==> config.mk <==
export PLATFORM = sky130hd
export DESIGN_NAME = bba_table
export DESIGN_NICKNAME = d
export VERILOG_FILES = /design/src/design/bba_pkg.sv /design/src/design/bba_table.sv
export SDC_FILE = /design/constraint.sdc
export NUM_CORES = 2
export LEC_CHECK = 0
export CAP_MARGIN = 20
export CORE_ASPECT_RATIO = 0.9
export CORE_MARGIN = 5
export CORE_UTILIZATION = 40
export DETAILED_ROUTE_END_ITERATION = 8
export DONT_BUFFER_PORTS = 1
export PLACE_DENSITY = 0.59
export SLEW_MARGIN = 20
export SYNTH_ARGS = -nofsm -noshare
export SYNTH_HDL_FRONTEND = slang
export SYNTH_SLANG_ARGS = --single-unit
==> constraint.sdc <==
create_clock -name clk_i -period 2.25 [get_ports clk_i]
set_input_delay 0.3375 -clock clk_i [delete_from_list [all_inputs] [get_ports clk_i]]
set_output_delay 0.3375 -clock clk_i [all_outputs]
set_load 0.01 [all_outputs]
==> src/design/bba_pkg.sv <==
// ----------------------------------------------------------------------------
// bba_pkg: shared types and constants of the buddy block allocator
// Table entry layout, status codes and the size rounding function.
// ----------------------------------------------------------------------------
`default_nettype none
package bba_pkg;

  localparam int PoolUnits  = 256;
  localparam int AddrBits   = 8;
  localparam int OwnerBits  = 8;
  localparam int OrderBits  = 4;
  localparam int SizeBits   = 9;
  localparam int ReqBits    = 9;
  localparam logic [OrderBits-1:0] TopOrder = 4'd8;

  localparam logic [1:0] StAllocated = 2'd0;
  localparam logic [1:0] StFreed     = 2'd1;
  localparam logic [1:0] StNoSpace   = 2'd2;
  localparam logic [1:0] StNotFound  = 2'd3;

  localparam logic ModeAlloc = 1'b0;
  localparam logic ModeFree  = 1'b1;

  typedef struct packed {
    logic                 head;
    logic                 free_b;
    logic [OrderBits-1:0] order;
    logic [OwnerBits-1:0] owner;
  } entry_t;

  // Rounds a request up to the next power of two and returns its exponent.
  function automatic logic [OrderBits-1:0] size_order(input logic [ReqBits-1:0] req);
    logic [OrderBits-1:0] k;
    k = '0;
    for (int b = 0; b < 10; b++) begin
      if ((k == OrderBits'(b)) && ((11'(1) << b) < {2'b00, req})) begin
        k = OrderBits'(b + 1);
      end
    end
    return k;
  endfunction

endpackage
`default_nettype wire

==> src/design/bba_table.sv <==
// ----------------------------------------------------------------------------
// bba_table: block table memory
// One write and one registered read per cycle; per-entry valid bits make
// unwritten entries read as their reset value.
// ----------------------------------------------------------------------------
`default_nettype none
module bba_table (
  input  wire logic                         clk_i,
  input  wire logic                         rst_ni,
  input  wire logic                         we_i,
  input  wire logic [bba_pkg::AddrBits-1:0] waddr_i,
  input  wire bba_pkg::entry_t              wdata_i,
  input  wire logic [bba_pkg::AddrBits-1:0] raddr_i,
  output bba_pkg::entry_t                   rdata_o
);

  bba_pkg::entry_t                   mem_q [bba_pkg::PoolUnits];
  logic [bba_pkg::PoolUnits-1:0]     vld_q;
  bba_pkg::entry_t                   rd_q;
  logic                              rd_vld_q;
  logic [bba_pkg::AddrBits-1:0]      raddr_q;
  bba_pkg::entry_t                   rst_val;

  always_ff @(posedge clk_i) begin
    if (we_i) begin
      mem_q[waddr_i] <= wdata_i;
    end
    rd_q    <= mem_q[raddr_i];
    raddr_q <= raddr_i;
  end

  always_ff @(posedge clk_i or negedge rst_ni) begin
    if (!rst_ni) begin
      vld_q    <= '0;
      rd_vld_q <= 1'b0;
    end else begin
      rd_vld_q <= vld_q[raddr_i];
      if (we_i) begin
        vld_q[waddr_i] <= 1'b1;
      end
    end
  end

  // After reset the whole pool is one free block of top order at entry 0.
  always_comb begin
    rst_val = '0;
    if (raddr_q == '0) begin
      rst_val.head   = 1'b1;
      rst_val.free_b = 1'b1;
      rst_val.order  = bba_pkg::TopOrder;
    end
  end

  assign rdata_o = rd_vld_q ? rd_q : rst_val;

endmodule
`default_nettype wire

Word-level counts from Yosys, hierarchy flattened. Memories as Yosys holds them, arrays and structs flattened. A register that Yosys moved wholly into a read port is not among the register bits. Index checks and enable logic that the tools add are counted.

Flip-flop bits (word level): 265. Memories kept: 1. Input port bits: 33. Bits in latches: 0. Bits in read-only memories: 0. Bits in writable memories: 3584.

Memories: mem_q (words 256, bits a word 14, read ports 1, clocked after memory_dff 1, wr ports 1, RTL line bba_table.sv:17) `bba_pkg::entry_t mem_q [bba_pkg::PoolUnits];`.

Add/subtract/negate cells: 0. Divide/modulo/power cells: 0. Bitwise logic cells: 1. Shifts and indexed selects: 0. Multiplexer cells: 8. $lt $le $gt $ge: 3. Equality and inequality tests: 0. Reduce and logical (&&, ||, !) cells: 2. Multipliers: 0.

Operators with widths (number): $or 256x256->256 (1); $lt 8x9->1 const B (2); $mux 14 (1); $bmux 1 s8 (1); $demux 1 s8 (1); $ge 8x1->1 const B (1); $logic_not 8->1 (1); $mux 6 (1); $mux 1 (4); $logic_and 1x1->1 (1).

Logic depth before layout (Yosys ltp).
Depth in word-level cells: 5. Depth in mapped cells: 12. Depth with buffers taken out: 6.

Least setup slack after synthesis. No wires, ideal clock.

Path kind: input-to-reg. From: input port waddr_i[1] in the netlist's numbering. To: memory mem_q[238][0] in the netlist's numbering (enable). Data arrival time: 2.050 ns. Cell stages on the path: 6. Setup slack: -0.186 ns. Data required time: 1.865 ns. Path through: clkbuf_1 -> nor2b_1 -> clkbuf_1 -> nand4_1 -> clkbuf_1 -> nor2_1.

RTL lines: start, declared (RTL line bba_table.sv:11) `input wire logic [bba_pkg::AddrBits-1:0] waddr_i,`; end, declared (RTL line bba_table.sv:17).

No word-level cell before the write port.

==> impl_metrics.json <==
{
  "yosysMostFrequentCell": "edfxtp_1",
  "slew_headroom": 0.0688,
  "cts_max_level": 5,
  "cts-root-buf": "clkbuf_16",
  "die_h_um": 587,
  "ys_warn_count": 0,
  "period_share": 1.12,
  "synth_ff_type": "edfxtp_1",
  "clkTransAtPathRegs_ns": 0.06,
  "yosys_register_bits": 3863,
  "wl_um": 434000,
  "drive_gt1_frac": 0.326,
  "synth-compound-area-share": 0.0342,
  "drtIter0Drc": 10879,
  "synth_common_cells": "edfxtp_1, mux4_2, mux2i_1",
  "timing.fmax_ghz": 0.396,
  "grt_max_degree": 258,
  "vias_per_cell": 5.85,
  "drv_slew": 0,
  "cts_max_path_buffers": 4,
  "detail_route.wl_per_cell_um": 32.7,
  "core_sq_um": 370000,
  "worst_ep_arrival_time_ns": 2.18,
  "track_usage": 0.219,
  "yosys.area_share.simple": 0.0307,
  "violations": "hold timing, setup timing",
  "grt_pass1_vias": 76875,
  "critPathSlowestCell": "dfxtp_2",
  "start_util": 0.401,
  "cp-start-kind": "flip-flop",
  "setup_ws_ns": -0.272,
  "crit_start": "raddr_q[2]",
  "holdWs_ns": -0.825,
  "finalSetupViolCount": 4,
  "num_rows": 212,
  "cts_buffers": 391,
  "synth-edff-count": 3584,
  "hpwlAfterDp_um": 234000,
  "end_kind": "output port",
  "clock_latency_ns": 0.98,
  "drt-pass1-iter-count": 6,
  "syn_inst": 7075,
  "overflow": 0,
  "ys_seq_area_frac": 0.773,
  "area.growth.synth_to_final_pct": 19.7,
  "period_minus_slack_ns": 2.52,
  "syn_nets": 7108,
  "port_buffers": 0,
  "synthXorXnorAreaFrac": 0,
  "rsz0062_at_grt": "yes",
  "drc": 0,
  "crit_top_cell": "buf_12",
  "synthesis.area_sq_um": 148000,
  "fp.dieW_um": 652,
  "status": "finished with violations",
  "cellLeakagePower_uw": 0.0591,
  "muxShareOfSynthArea": 0.146,
  "postRouteAntennaNets": 0,
  "required_ns": 1.91,
  "powerDensity_nw_per_um2": 864,
  "ys_top_cells_by_area": "edfxtp_1, mux4_2, dfrtp_1",
  "yosysTopAreaCellShare": 0.726,
  "synth_top_cell_by_area": "edfxtp_1",
  "r2r_start": "mem_q[8][10]",
  "finalInstanceArea_sq_um": 177000,
  "hold_viol_final": 1845,
  "ios": 47,
  "synth_cell_types": 54,
  "num-nets-final": 8039,
  "synth_top_family_by_area": "multiplexers",
  "cpPeakStageDelay_ns": 0.32,
  "hp-class": "in -> async",
  "crit_chain": "nor4_4 -> nand3_2 -> nand2_2 -> buf_12 -> buf_12",
  "antenna_found_initial": 27,
  "synthArstFlopShare": 0.0665,
  "place_area_sq_um": 162000,
  "cts.sinks": 3863,
  "vias": 77801,
  "tritoncts": "yes",
  "gp_congestion": 0.834,
  "crit_fanout": 2,
  "max_cap_violations": 0,
  "critical_path_class": "reg -> out",
  "grt_pass1_wl_um": 600000,
  "tightest_slew_ns": 1.40,
  "fin_worst_skew_ns": 0.0680,
  "avgSynthCellArea_sq_um": 20.9,
  "ir_worst_vdd_v": 0.000775,
  "die-area_sq_um": 383000,
  "synthAdderAreaFrac": 0
}
-- worst paths after layout --
kind,end,slack (ns),depth (start not counted)
worst min register to register,vld_q[73],0.46,1
min in group clk_i,mem_q[189][11],-0.49,0
worst max register to register,rd_q[10],0.02,6
max in group asynchronous,vld_q[181],2.15,0
worst max-delay path,rdata_o[12],-0.27,5
worst min-delay path,vld_q[225],-0.83,0
-- placed cells by master, fill, tap and decap left out, drive strengths merged, types with 10 or more instances in the layout --
master       synthesis  layout
and2                13      13
o221ai              68      68
inv                  4      14
a22o                10      10
mux4               794     794
o22ai               96      96
clkinvlp             0      25
nor2               294     294
nor4                59      59
nand3               58      58
buf                230     896
a211oi              15      15
dfrtp              257     257
o21ai               27      27
nand2b              11      11
o21a                12      12
mux2i              345     345
diode                0      21
dfxtp               22      22
nand4               22      22
nor3                62      62
bufbuf               0      22
clkbuf             182     510
bufinv               0      36
mux2                24      24
or2                260     260
a21oi              175     175
a22oi              297     297
edfxtp            3584    3584
clkinv               0     161
nor2b               26      26
dlygate4sd3          0      23
nand2               75      75
-- stage by stage --
step / utilization / setup slack, ns / cells / setup TNS (ns) / power [uW]
floorplan: - / -0.186 / 7075 / -295.21 / 84800
global placement: 0.436 / -3.01 / 12419 / -40.77 / 87400
detailed placement: 0.437 / -3.05 / 12427 / -42.24 / 87800
CTS: 0.477 / -0.321 / 13224 / -1.81 / 153000
global route: 0.480 / -0.334 / 13275 / -1.38 / 158000
finish: 0.480 / -0.272 / 13290 / -0.763 / 153000
-- kinds of logic after synthesis --
family | count (synthesis)
compound gates | 739
buf+inv | 416
flops | 3863
mux | 1163
simple gates | 894
-- what timing repair did --
item,in CTS,in global routing
cloned,35,8
endpoints found under the hold margin,3895,3006
setup buffers,7,24
setup endpoints to repair,29,31
pin swaps,7,17
resized for setup,75,79
hold buffers,21,16
-- worst max-delay path: cells and delay by family, from the launching register on --
kind                   cells  cell delay [ns]
buffers and inverters      2             0.27
and+or+nand+nor            3             0.61
DFF                        1             0.32
-- power by group --
part           switching (uW)  total (uW)  internal [uW]
sequential                257       79300          79100
combinational            4730        8350           3630
clock                   28100       65500          37400
total                   33100      153000         120000
-- area by class of cell --
type,count,area [sq um]
fillers,29989,192000
flip-flops and latches,3863,114000
multi-input cells,2796,32000
repair buffers,950,11700
clock buffers,502,10500
well taps,4922,6160
clock inverters,232,2460
diodes,21,52.6
inverters,4,15.0
-- flip-flops by register name, summed over array words and instances (netlist names) --
name      flops
mem_q      3584
vld_q       256
rd_q         14
raddr_q       8
rd_vld_q      1
-- routing by layer --
layer,track usage,wire length (um),part of all wire,up-vias
met1,0.318,175000,0.40,41523
met4,0.0703,16200,0.037,4
li1,-,-,-,31361
met3,0.0480,46000,0.11,687
met5,0,28,0.000065,-
met2,0.332,197000,0.45,4226
Note: power is estimated with default switching activity, not from simulation.
